### src/hw/rtl/cpbl_pkg.sv
`default_nettype none

package cpbl_pkg;

    // fixed widths of the channel
    localparam int ADC_BITS   = 10;
    localparam int TERM_LIMIT = 55200;
    localparam int DUTY_MAX   = 3450;

    localparam int GAIN_W   = 12;
    localparam int TERM_W   = 17;
    localparam int PROD_W   = 30;
    localparam int VREF_W   = 16;
    localparam int CREF_W   = 12;
    localparam int DUTY_W   = 12;
    localparam int TGT_W    = 11;
    localparam int CFG_IDX_W = 3;
    localparam int CFG_DATA_W = 16;

    typedef enum logic [1:0] {
        OP_RESTART = 2'd0,
        OP_VSAMPLE = 2'd1,
        OP_ISAMPLE = 2'd2,
        OP_RAMP    = 2'd3
    } opcode_t;

    localparam logic [CFG_IDX_W-1:0] CFG_V_PROP_GAIN    = 3'd0;
    localparam logic [CFG_IDX_W-1:0] CFG_V_INT_GAIN     = 3'd1;
    localparam logic [CFG_IDX_W-1:0] CFG_I_PROP_GAIN    = 3'd2;
    localparam logic [CFG_IDX_W-1:0] CFG_VOLTAGE_OFFSET = 3'd3;
    localparam logic [CFG_IDX_W-1:0] CFG_CURRENT_OFFSET = 3'd4;
    localparam logic [CFG_IDX_W-1:0] CFG_VOLTAGE_TARGET = 3'd5;
    localparam logic [CFG_IDX_W-1:0] CFG_RAMP_START     = 3'd6;

    // input payload, last field in the lowest bits
    typedef struct packed {
        logic [1:0]          pad;
        logic [ADC_BITS-1:0] dclink_sample;
        logic [ADC_BITS-1:0] current_sample;
        logic [ADC_BITS-1:0] voltage_sample;
    } in_data_t;

    // result payload, last field in the lowest bits
    typedef struct packed {
        logic [6:0]               pad;
        logic                     ramp_done;
        logic signed [VREF_W-1:0] voltage_command;
        logic signed [CREF_W-1:0] current_command;
        logic [DUTY_W-1:0]        duty;
    } out_data_t;

    localparam logic signed [PROD_W-1:0] TermHi = PROD_W'(TERM_LIMIT);
    localparam logic signed [PROD_W-1:0] TermLo = -TermHi;

    function automatic logic signed [TERM_W-1:0] clamp_term(
        input logic signed [PROD_W-1:0] x
    );
        logic signed [TERM_W-1:0] r;
        if (x >= TermHi) begin
            r = TERM_W'(TermHi);
        end else if (x <= TermLo) begin
            r = TERM_W'(TermLo);
        end else begin
            r = x[TERM_W-1:0];
        end
        return r;
    endfunction

endpackage

`default_nettype wire

### src/hw/rtl/cascaded_pi_buck_loop_unit.sv
`default_nettype none

// One channel of a cascaded voltage/current loop for a buck converter. Each
// transaction on the s_ side carries an opcode in s_tuser (restart, voltage
// sample, current sample, ramp tick) and the three converter readings in
// s_tdata; each produces exactly one result on the m_ side with the duty,
// the current and voltage references after that item, and the ramp-done
// flag. An item is held in the input register, where the whole
// update is computed from the loop state, and then waits in the result
// register; the loop state is written in the same cycle, so a new item is
// taken every clock while m_tready stays high. Gains, offsets, target and
// ramp start are written through cfg_* (index as listed: v_prop_gain,
// v_int_gain, i_prop_gain, voltage_offset, current_offset, voltage_target,
// ramp_start); the user must write them only while no item is in flight,
// which the block does not enforce, and indexes beyond the list are ignored.
module cascaded_pi_buck_loop_unit (
    input  wire logic                               aclk,
    input  wire logic                               aresetn,
    input  wire logic                               s_tvalid,
    output logic                                    s_tready,
    // voltage_sample, current_sample, dclink_sample, 2 bit pad
    input  wire logic [31:0]                        s_tdata,
    // opcode
    input  wire logic [1:0]                         s_tuser,
    output logic                                    m_tvalid,
    input  wire logic                               m_tready,
    // duty, current_command, voltage_command, ramp_done, 7 bit pad
    output logic [47:0]                             m_tdata,
    input  wire logic                               cfg_valid,
    output logic                                    cfg_ready,
    input  wire logic [cpbl_pkg::CFG_IDX_W-1:0]     cfg_index,
    input  wire logic [cpbl_pkg::CFG_DATA_W-1:0]    cfg_data
);

    // configuration
    logic [cpbl_pkg::GAIN_W-1:0]            vkp_reg;
    logic [cpbl_pkg::GAIN_W-1:0]            vki_reg;
    logic [cpbl_pkg::GAIN_W-1:0]            ikp_reg;
    logic [cpbl_pkg::ADC_BITS-1:0]          voff_reg;
    logic [cpbl_pkg::ADC_BITS-1:0]          coff_reg;
    logic [cpbl_pkg::TGT_W-1:0]             target_reg;
    logic signed [cpbl_pkg::VREF_W-1:0]     ramp_start_reg;

    // loop state
    logic signed [cpbl_pkg::VREF_W-1:0]     vref_reg, vref_next;
    logic signed [cpbl_pkg::TERM_W-1:0]     integ_reg, integ_next;
    logic signed [cpbl_pkg::CREF_W-1:0]     cref_reg, cref_next;
    logic [cpbl_pkg::ADC_BITS-1:0]          prev_dc_reg, prev_dc_next;
    logic [cpbl_pkg::DUTY_W-1:0]            duty_reg, duty_next;

    // input and result stages
    logic                                   in_valid_reg;
    cpbl_pkg::opcode_t                      op_reg;
    cpbl_pkg::in_data_t                     in_reg;
    logic                                   out_valid_reg;
    cpbl_pkg::out_data_t                    out_reg, out_next;

    logic                                   fire;
    logic                                   out_free;
    logic                                   s_take;

    // datapath
    logic signed [11:0]                     vdiff;
    logic [10:0]                            vmeas;
    logic signed [16:0]                     verr;
    logic signed [cpbl_pkg::PROD_W-1:0]     vp_prod, vi_prod, cp_prod;
    logic signed [17:0]                     integ_sum;
    logic signed [cpbl_pkg::TERM_W-1:0]     integ_new, vp, vi, vsum_cl, cp;
    logic signed [17:0]                     vsum;
    logic signed [10:0]                     cdiff;
    logic [10:0]                            cmeas;
    logic signed [12:0]                     cerr;
    logic signed [17:0]                     dbase;
    logic [cpbl_pkg::DUTY_W-1:0]            d0;
    logic signed [10:0]                     dc_delta;
    logic signed [14:0]                     d_ff, d_sel;
    logic [cpbl_pkg::DUTY_W-1:0]            d_clamped;
    logic signed [16:0]                     tgt_ext;
    logic signed [16:0]                     vref_inc;
    logic signed [cpbl_pkg::VREF_W-1:0]     vref_ramp;
    logic                                   done_now;

    assign out_free  = !out_valid_reg || m_tready;
    assign fire      = in_valid_reg && out_free;
    assign s_tready  = !in_valid_reg || out_free;
    assign s_take    = s_tvalid && s_tready;
    assign cfg_ready = 1'b1;

    assign m_tvalid = out_valid_reg;
    assign m_tdata  = out_reg;

    always_comb begin
        tgt_ext  = $signed({6'b0, target_reg});
        done_now = $signed({vref_reg[15], vref_reg}) >= tgt_ext;

        // outer voltage PI
        vdiff     = $signed({2'b0, in_reg.voltage_sample}) - $signed({2'b0, voff_reg})
                    - 12'sd2;
        vmeas     = vdiff[11] ? 11'd0 : {vdiff[9:0], 1'b0};
        verr      = $signed({vref_reg[15], vref_reg}) - $signed({6'b0, vmeas});
        vp_prod   = cpbl_pkg::PROD_W'(verr)
                    * cpbl_pkg::PROD_W'($signed({1'b0, vkp_reg}));
        vp        = cpbl_pkg::clamp_term(vp_prod);
        integ_sum = $signed({integ_reg[16], integ_reg}) + $signed({verr[16], verr});
        integ_new = cpbl_pkg::clamp_term(cpbl_pkg::PROD_W'(integ_sum));
        vi_prod   = cpbl_pkg::PROD_W'(integ_new)
                    * cpbl_pkg::PROD_W'($signed({1'b0, vki_reg}));
        vi        = cpbl_pkg::clamp_term(vi_prod);
        vsum      = $signed({vp[16], vp}) + $signed({vi[16], vi});
        vsum_cl   = cpbl_pkg::clamp_term(cpbl_pkg::PROD_W'(vsum));

        // inner current P with dc-link feedforward
        cdiff     = $signed({1'b0, in_reg.current_sample}) - $signed({1'b0, coff_reg});
        cmeas     = cdiff[10] ? 11'd0 : {cdiff[9:0], 1'b0};
        cerr      = $signed({cref_reg[11], cref_reg}) - $signed({2'b0, cmeas});
        cp_prod   = cpbl_pkg::PROD_W'(cerr)
                    * cpbl_pkg::PROD_W'($signed({1'b0, ikp_reg}));
        cp        = cpbl_pkg::clamp_term(cp_prod);
        // always non-negative after the offset
        dbase     = $signed({cp[16], cp}) + $signed(18'(cpbl_pkg::TERM_LIMIT));
        d0        = dbase[16:5];
        dc_delta  = $signed({1'b0, in_reg.dclink_sample}) - $signed({1'b0, prev_dc_reg});
        d_ff      = $signed({3'b0, d0}) - $signed({dc_delta[10], dc_delta, 3'b0});
        d_sel     = done_now ? d_ff : $signed({3'b0, d0});
        if (d_sel < 15'sd0) begin
            d_clamped = '0;
        end else if (d_sel > $signed(15'(cpbl_pkg::DUTY_MAX))) begin
            d_clamped = cpbl_pkg::DUTY_W'(cpbl_pkg::DUTY_MAX);
        end else begin
            d_clamped = d_sel[cpbl_pkg::DUTY_W-1:0];
        end

        // soft start step, saturates at the target
        vref_inc  = $signed({vref_reg[15], vref_reg}) + 17'sd1;
        vref_ramp = (vref_inc >= tgt_ext) ? $signed({5'b0, target_reg})
                                          : vref_inc[15:0];

        vref_next    = vref_reg;
        integ_next   = integ_reg;
        cref_next    = cref_reg;
        prev_dc_next = prev_dc_reg;
        duty_next    = duty_reg;
        unique case (op_reg)
            cpbl_pkg::OP_RESTART: begin
                vref_next    = ramp_start_reg;
                integ_next   = '0;
                cref_next    = '0;
                duty_next    = '0;
                prev_dc_next = in_reg.dclink_sample;
            end
            cpbl_pkg::OP_VSAMPLE: begin
                integ_next = integ_new;
                cref_next  = vsum_cl[16:5];
            end
            cpbl_pkg::OP_ISAMPLE: begin
                duty_next    = d_clamped;
                prev_dc_next = in_reg.dclink_sample;
            end
            cpbl_pkg::OP_RAMP: begin
                vref_next = vref_ramp;
            end
            default: begin
                vref_next = vref_reg;
            end
        endcase

        out_next                 = '0;
        out_next.duty            = duty_next;
        out_next.current_command = cref_next;
        out_next.voltage_command = vref_next;
        out_next.ramp_done       = $signed({vref_next[15], vref_next}) >= tgt_ext;
    end

    always_ff @(posedge aclk) begin
        if (!aresetn) begin
            vkp_reg        <= cpbl_pkg::GAIN_W'(1);
            vki_reg        <= cpbl_pkg::GAIN_W'(1);
            ikp_reg        <= cpbl_pkg::GAIN_W'(1);
            voff_reg       <= cpbl_pkg::ADC_BITS'(512);
            coff_reg       <= cpbl_pkg::ADC_BITS'(512);
            target_reg     <= '0;
            ramp_start_reg <= '0;
        end else if (cfg_valid && cfg_ready) begin
            unique case (cfg_index)
                cpbl_pkg::CFG_V_PROP_GAIN:    vkp_reg <= cfg_data[cpbl_pkg::GAIN_W-1:0];
                cpbl_pkg::CFG_V_INT_GAIN:     vki_reg <= cfg_data[cpbl_pkg::GAIN_W-1:0];
                cpbl_pkg::CFG_I_PROP_GAIN:    ikp_reg <= cfg_data[cpbl_pkg::GAIN_W-1:0];
                cpbl_pkg::CFG_VOLTAGE_OFFSET: voff_reg <= cfg_data[cpbl_pkg::ADC_BITS-1:0];
                cpbl_pkg::CFG_CURRENT_OFFSET: coff_reg <= cfg_data[cpbl_pkg::ADC_BITS-1:0];
                cpbl_pkg::CFG_VOLTAGE_TARGET: target_reg <= cfg_data[cpbl_pkg::TGT_W-1:0];
                cpbl_pkg::CFG_RAMP_START:     ramp_start_reg <= $signed(cfg_data);
                default: begin
                    ramp_start_reg <= ramp_start_reg;
                end
            endcase
        end
    end

    always_ff @(posedge aclk) begin
        if (!aresetn) begin
            vref_reg    <= '0;
            integ_reg   <= '0;
            cref_reg    <= '0;
            prev_dc_reg <= '0;
            duty_reg    <= '0;
        end else if (fire) begin
            vref_reg    <= vref_next;
            integ_reg   <= integ_next;
            cref_reg    <= cref_next;
            prev_dc_reg <= prev_dc_next;
            duty_reg    <= duty_next;
        end
    end

    always_ff @(posedge aclk) begin
        if (!aresetn) begin
            in_valid_reg  <= 1'b0;
            out_valid_reg <= 1'b0;
        end else begin
            if (s_take) begin
                in_valid_reg <= 1'b1;
            end else if (fire) begin
                in_valid_reg <= 1'b0;
            end
            if (fire) begin
                out_valid_reg <= 1'b1;
            end else if (m_tready) begin
                out_valid_reg <= 1'b0;
            end
        end
    end

    always_ff @(posedge aclk) begin
        if (s_take) begin
            op_reg <= cpbl_pkg::opcode_t'(s_tuser);
            in_reg <= cpbl_pkg::in_data_t'(s_tdata);
        end
        if (fire) begin
            out_reg <= out_next;
        end
    end

    // restart clears the loop state seen by the next item
    a_restart_clears: assert property (@(posedge aclk) disable iff (!aresetn)
        (fire && op_reg == cpbl_pkg::OP_RESTART)
        |=> (integ_reg == '0 && cref_reg == '0 && duty_reg == '0))
        else $error("restart did not clear loop state");

    a_integ_bounded: assert property (@(posedge aclk) disable iff (!aresetn)
        (integ_reg <= $signed(cpbl_pkg::TERM_W'(cpbl_pkg::TERM_LIMIT)))
        && (integ_reg >= -$signed(cpbl_pkg::TERM_W'(cpbl_pkg::TERM_LIMIT))))
        else $error("integrator outside its limit");

    a_duty_bounded: assert property (@(posedge aclk) disable iff (!aresetn)
        m_tvalid |-> (out_reg.duty <= cpbl_pkg::DUTY_W'(cpbl_pkg::DUTY_MAX)))
        else $error("duty above maximum");

    a_result_matches_state: assert property (@(posedge aclk) disable iff (!aresetn)
        $rose(m_tvalid) |-> (out_reg.voltage_command == vref_reg
                             && out_reg.duty == duty_reg
                             && out_reg.current_command == cref_reg))
        else $error("result does not match loop state");

    a_stall_only_when_full: assert property (@(posedge aclk) disable iff (!aresetn)
        !s_tready |-> (in_valid_reg && out_valid_reg && !m_tready))
        else $error("input stalled without back pressure");

endmodule

`default_nettype wire

### config.mk
export PLATFORM = sky130hd
export DESIGN_NAME = cascaded_pi_buck_loop_unit
export DESIGN_NICKNAME = d
export VERILOG_FILES = /design/src/hw/rtl/cpbl_pkg.sv /design/src/hw/rtl/cascaded_pi_buck_loop_unit.sv
export SDC_FILE = /design/constraint.sdc
export NUM_CORES = 2
export LEC_CHECK = 0
export BUFFER_PORTS_ARGS = -buffer_cell sky130_fd_sc_hd__buf_2
export CAP_MARGIN = 40
export CORE_ASPECT_RATIO = 0.7
export CORE_MARGIN = 2
export CORE_UTILIZATION = 24
export CTS_CLUSTER_DIAMETER = 50
export DETAILED_ROUTE_END_ITERATION = 10
export PLACE_DENSITY = 0.37
export SKIP_CTS_REPAIR_TIMING = 1
export SLEW_MARGIN = 5
export SYNTH_ARGS = -nofsm -noshare
export SYNTH_HDL_FRONTEND = slang
export SYNTH_SLANG_ARGS = --single-unit
### constraint.sdc
create_clock -name aclk -period 19 [get_ports aclk]
set_clock_uncertainty 0.05 [all_clocks]
set_input_delay 1.9 -clock aclk [delete_from_list [all_inputs] [get_ports aclk]]
set_output_delay 1.9 -clock aclk [all_outputs]
set_load 0.02 [all_outputs]
Word-level counts from Yosys, hierarchy flattened:

Index checks and enable logic that the tools add are counted.

* bits of input ports: 58
* flip-flop bits (word level): 225
* logic and storage cells: 105
* output and inout port bits: 51

* reduce and logical (&&, ||, !) cells: 21
* add/subtract/negate cells: 11
* mux-type cells: 24
* magnitude comparators: 15
* equal/unequal tests: 9
* $mul: 3

Operators with widths (number)
* 17-bit two-way mux: 10
* 30-bit by 17-bit >= comparator with 1-bit output, second input constant: 2
* 30-bit by 17-bit <= comparator with 1-bit output, second input constant: 2
* 17-bit by 13-bit multiplier with 30-bit output: 2
* 12-bit one-hot mux with 2 select lines: 2
* 17-bit by 17-bit adder with 18-bit output: 2
* 18-bit by 17-bit >= comparator with 1-bit output, second input constant: 2
* 18-bit by 17-bit <= comparator with 1-bit output, second input constant: 2
* 17-bit one-hot mux with 2 select lines: 1
* 10-bit by 10-bit subtractor with 11-bit output: 3
* 16-bit by 12-bit >= comparator with 1-bit output: 2
* 16-bit one-hot mux with 2 select lines: 1
* 26-bit by 17-bit >= comparator with 1-bit output, second input constant: 1
* 26-bit by 17-bit <= comparator with 1-bit output, second input constant: 1
* 13-bit by 13-bit multiplier with 26-bit output: 1
* 12-bit two-way mux: 2
* 11-bit two-way mux: 2
* 2-bit AND reduction: 9
* 16-bit by 2-bit adder with 17-bit output, second input constant: 1
* 17-bit adder, second input constant: 1
* 17-bit by 12-bit >= comparator with 1-bit output: 1
* 16-bit by 12-bit subtractor with 17-bit output: 1
* 16-bit two-way mux: 1
* 15-bit by 13-bit > comparator with 1-bit output, second input constant: 1
* other kinds (18): 30

Longest topological paths before layout:

* depth in word-level cells: 17
* gate-level depth with buffers: 83
* depth with buffers taken out: 78

Worst setup path before layout:

No wires, ideal clock.

* path type: register to register
* from: register voff_reg[1] in the netlist's numbering
* to: register out_reg (netlist bit m_tdata[14]), data pin
* library setup time: 261 ps
* cell stages (with the launch flop): 80
* period minus slack after synthesis: 17176 ps
* buffers on the path: 7
* path slack: 1824 ps
* arrival: 16865 ps
* required time: 18689 ps
* path through: dfxtp_1 -> inv_1 -> ha_1 -> nor2b_1 -> o21ai_0 -> a21boi_0 -> o21a_1 -> nor2_1 -> o21ai_0 -> a21o_1 -> a21o_1 -> a21oi_1 -> xnor2_1 -> o41a_1 -> clkbuf_1 -> nor2b_1 -> ha_1 -> fa_1 -> [44 not listed] -> a221oi_1 -> nor3_1 -> nor3b_1 -> ha_1 -> fa_1 -> a21o_1 -> a21o_1 -> a21o_1 -> a21o_1 -> a2111oi_0 -> o32ai_1 -> nor4_1 -> o21ai_0 -> a211oi_1 -> o21ai_1 -> and2_0 -> clkbuf_1 -> a221o_1

* word-level cells in the longest chain between the ends: 17
* elaborated cells between the ends (all ways): 25
* those cells by class: add/sub (5); mul (2); order compare (8); mux (10)

RTL lines
* from (decl): line cascaded_pi_buck_loop_unit.sv:39 `logic [cpbl_pkg::ADC_BITS-1:0] voff_reg;`
* from (signal assigned): line cascaded_pi_buck_loop_unit.sv:179 `voff_reg <= cpbl_pkg::ADC_BITS'(512);`
* from (signal assigned): line cascaded_pi_buck_loop_unit.sv:188 `cpbl_pkg::CFG_VOLTAGE_OFFSET: voff_reg <= cfg_data[cpbl_pkg::ADC_BITS-1:0];`
* 10-bit by 10-bit subtractor with 11-bit output *: line cascaded_pi_buck_loop_unit.sv:97 `vdiff = $signed({2'b0, in_reg.voltage_sample}) - $signed({2'b0, voff_reg})`
* 11-bit by 3-bit subtractor with 12-bit output *: line cascaded_pi_buck_loop_unit.sv:98 `- 12'sd2;`
* 11-bit two-way mux *: line cascaded_pi_buck_loop_unit.sv:99 `vmeas = vdiff[11] ? 11'd0 : {vdiff[9:0], 1'b0};`
* 16-bit by 12-bit subtractor with 17-bit output *: line cascaded_pi_buck_loop_unit.sv:100 `verr = $signed({vref_reg[15], vref_reg}) - $signed({6'b0, vmeas});`
* 17-bit by 17-bit adder with 18-bit output: line cascaded_pi_buck_loop_unit.sv:104 `integ_sum = $signed({integ_reg[16], integ_reg}) + $signed({verr[16], verr});`
* 18-bit by 17-bit <= comparator with 1-bit output: line cpbl_pkg.sv:61 `end else if (x <= TermLo) begin`
* 17-bit two-way mux: line cpbl_pkg.sv:61
* 17-bit two-way mux: line cpbl_pkg.sv:59 `if (x >= TermHi) begin`
* [2 not listed]
* 17-bit two-way mux: line cpbl_pkg.sv:61
* 17-bit two-way mux: line cpbl_pkg.sv:59
* 17-bit by 17-bit adder with 18-bit output *: line cascaded_pi_buck_loop_unit.sv:109 `vsum = $signed({vp[16], vp}) + $signed({vi[16], vi});`
* 18-bit by 17-bit <= comparator with 1-bit output: line cpbl_pkg.sv:61
* 17-bit two-way mux: line cpbl_pkg.sv:61
* 17-bit two-way mux *: line cpbl_pkg.sv:59
* 12-bit one-hot mux with 2 select lines *: line cascaded_pi_buck_loop_unit.sv:143 `unique case (op_reg)`
* net cref_next (one bit): line cascaded_pi_buck_loop_unit.sv:47 `logic signed [cpbl_pkg::CREF_W-1:0] cref_reg, cref_next;`
* to (signal assigned): line cascaded_pi_buck_loop_unit.sv:239 `out_reg <= out_next;`
* to (decl): line cascaded_pi_buck_loop_unit.sv:56 `cpbl_pkg::out_data_t out_reg, out_next;`

Mark *: on every way through the listed nets, which the timed path passes. The rest lies on a longest branch.
A chain may end at the register's enable or synchronous reset.

Final worst setup path:

* from: register in_reg[1] in the netlist's numbering
* to: register out_reg (netlist bit m_tdata[17]), data pin

* word-level cells in the longest chain between the ends: 17
* elaborated cells between the ends (all ways): 25
* those cells by class: add/sub (5); mul (2); order compare (8); mux (10)

RTL lines
* from (decl): line cascaded_pi_buck_loop_unit.sv:54 `cpbl_pkg::in_data_t in_reg;`
* from (signal assigned): line cascaded_pi_buck_loop_unit.sv:236 `in_reg <= cpbl_pkg::in_data_t'(s_tdata);`
* 10-bit by 10-bit subtractor with 11-bit output *: line cascaded_pi_buck_loop_unit.sv:97
* 11-bit by 3-bit subtractor with 12-bit output *: line cascaded_pi_buck_loop_unit.sv:98
* 11-bit two-way mux *: line cascaded_pi_buck_loop_unit.sv:99
* 16-bit by 12-bit subtractor with 17-bit output *: line cascaded_pi_buck_loop_unit.sv:100
* 17-bit by 17-bit adder with 18-bit output: line cascaded_pi_buck_loop_unit.sv:104
* 18-bit by 17-bit <= comparator with 1-bit output: line cpbl_pkg.sv:61
* 17-bit two-way mux: line cpbl_pkg.sv:61
* 17-bit two-way mux: line cpbl_pkg.sv:59
* [2 not listed]
* 17-bit two-way mux: line cpbl_pkg.sv:61
* 17-bit two-way mux: line cpbl_pkg.sv:59
* 17-bit by 17-bit adder with 18-bit output *: line cascaded_pi_buck_loop_unit.sv:109
* 18-bit by 17-bit <= comparator with 1-bit output: line cpbl_pkg.sv:61
* 17-bit two-way mux: line cpbl_pkg.sv:61
* 17-bit two-way mux *: line cpbl_pkg.sv:59
* 12-bit one-hot mux with 2 select lines *: line cascaded_pi_buck_loop_unit.sv:143
* net cref_next (one bit): line cascaded_pi_buck_loop_unit.sv:47

Marks and branches as above.

==> impl_metrics.toml <==
[worst_setup_path]
slowest_delay_ns = 0.57
slowest_stage = "fa_1"
worstSetupEndpointType = "flip-flop"
rr_startpoint = "in_reg[1]"
critPathLaunchType = "flip-flop"
reg2reg_slack_ns = 1.32
r2r-end = "m_tdata[17]"
critical_path_class = "flip-flop to flip-flop"
crit_path_max_fanout = 16
arrival_ns = 17.93
critical_path_required_ns = 19.24
crit_top_cell = "o21ai_0"
reg2reg_depth = 73

[clock_network]
numCtsBuffers = 38
cts_tree = "yes"
cts_root_buf = "clkbuf_16"
insertion_delay_ns = 0.58
cts_htree_levels = 2
cts_num_sinks = 225
clockBufferDepth = 3
clk_pin_slew_ns = 0.06

[place]
place.gp.congestion = 0.7879
place_hpwl_mm = 99.70
io_buffers = 98

[floorplan]
fp.coreArea_um2 = 157800
fp.dieH_um = 337.3
die_w_um = 480.1
start_util = 0.2412
num_rows = 122
ios = 109
fp.dieArea_um2 = 161900

[hold_path]
hold-path-endpoint = "duty_reg[8]"
hold_path_class = "flip-flop to flip-flop"
whs_path_depth = 2
min-delay-start = "duty_reg[8]"

[grt]
grt_pass1_vias = 30410
grt_usage = 0.1502
grt_max_degree = 60
overflow = 0
grt_first_pass_wirelength_mm = 189.6
antenna_found_initial = 15

[cells_and_area]
largest_reg_flops = 41
layout_common_cells = "745 x inv_1, 657 x nand2_1, 532 x fa_1, 333 x ha_1, 269 x and2_1"
fin_util = 0.2712
layout-drive-gt1-share = 0.08088
area_growth_pct = 12.42
nets = 5506
final_common_cell = "inv_1"

[synth]
synth_cell_types = 112
synth_edf_count = 73
ys_seq_area_frac = 0.1375
avgSynthCellArea_um2 = 8.421
ys.flop_type = "dfxtp_1"
syn_area_um2 = 38080
synth-seq-cells = 225
synth-async-reset-ratio = 0
ys_warn_count = 0
syn_inst = 4522

[detailed_routing]
wl_per_cell_um = 18.00
drtIter0Drc = 1726
routed_via_density = 4.513
drtAntennaViolNets = 0
firstDrtPassIters = 5
num_vias = 30360
drc = 0
wl_mm = 121.1

[sta]
final.min_clock_period_ns = 17.68
hold_viol_final = 0
drv_slew = 0
max-slew-margin-rel = 0.3738
fin_crit_sh = 0.9308
max_slew.worst_pin.slew_ns = 0.9380
max_freq_ghz = 0.05655
setup_viol = 0

[job]
drv_cap = 0

[status]
status = "completed"
stage by stage:
stage / setup slack [ns] / TNS (ns) / hold slack [ns] / area, um2 / std cells
after floorplan: 1.824 / 0 / 0.3749 / 38100 / 4528
after global placement: 0.4432 / 0 / 0.3840 / 41100 / 6630
after detailed placement: 0.3908 / 0 / 0.3946 / 41370 / 6648
after CTS: 0.2487 / 0 / 0.4054 / 42640 / 6717
after global routing: -0.06220 / -0.4037 / 0.4240 / 42790 / 6720
final: 1.315 / 0 / 0.4007 / 42810 / 6727
Yosys cell counts, drive strengths merged (43+ instances only):
cell type | n | share of area
inv | 747 | 0.074
nand2 | 658 | 0.065
dfxtp | 152 | 0.080
and2 | 274 | 0.045
o21a | 43 | 0.0085
o21ai | 154 | 0.020
nor2 | 181 | 0.018
nand3 | 68 | 0.0089
a21o | 60 | 0.012
a21oi | 219 | 0.029
xor2 | 54 | 0.012
nor3 | 48 | 0.0064
xnor2 | 84 | 0.019
clkbuf | 171 | 0.018
edfxtp | 73 | 0.058
ha | 333 | 0.11
fa | 532 | 0.28
nor2b | 69 | 0.011
layout make-up:
type / instances / area [um2]
fillers: 17230 / 115000
multi-input cells: 3357 / 29340
flip-flops and latches: 225 / 5235
inverters: 747 / 2806
well taps: 2108 / 2638
repair buffers: 214 / 1506
clock buffers: 48 / 1072
clock inverters: 21 / 196.4
diodes: 7 / 17.52
worst max-delay path by stage:
stage                  end        start  slack, ns
6_report       m_tdata[17]    in_reg[1]       1.32
3_3_place_gp   m_tdata[17]    in_reg[1]       0.44
3_5_place_dp   m_tdata[17]    in_reg[1]       0.39
4_1_cts        m_tdata[17]    in_reg[1]       0.25
2_1_floorplan  m_tdata[14]  voff_reg[1]       1.82
5_1_grt        m_tdata[17]    in_reg[1]      -0.06
cell families (layout without fill, tap and decap cells):
kind of cell,Yosys count,after routing,synth area share
and+or+nand+nor,1507,1507,0.1928
buffers and inverters,946,1030,0.09621
adders and majority gates,867,867,0.3896
AOI/OAI and AO/OA,818,818,0.1468
DFF,225,225,0.1375
xor gates and xnor gates,138,138,0.03174
muxes,19,19,0.005093
other,2,15,0.0001972
worst max-delay path: cells and delay by family (launching register included):
kind / cells / cell delay, ns
compound gates: 37 / 8.53
buf+inv: 8 / 1.20
flops: 1 / 0.39
fa+ha+maj: 12 / 4.88
xor+xnor: 2 / 0.29
simple gates: 14 / 2.01
routing by layer:
layer / global-route usage / vias up / routed length (um)
met4: 0.01592 / 2 / 976
li1: - / 14830 / -
met3: 0.01381 / 72 / 4615
met1: 0.2462 / 15010 / 67010
met5: 0 / - / 13
met2: 0.2132 / 445 / 48470
Power is left out: the tool's default activity adds up to more than one toggle a clock period on the data nets, which glitch-free logic cannot reach.
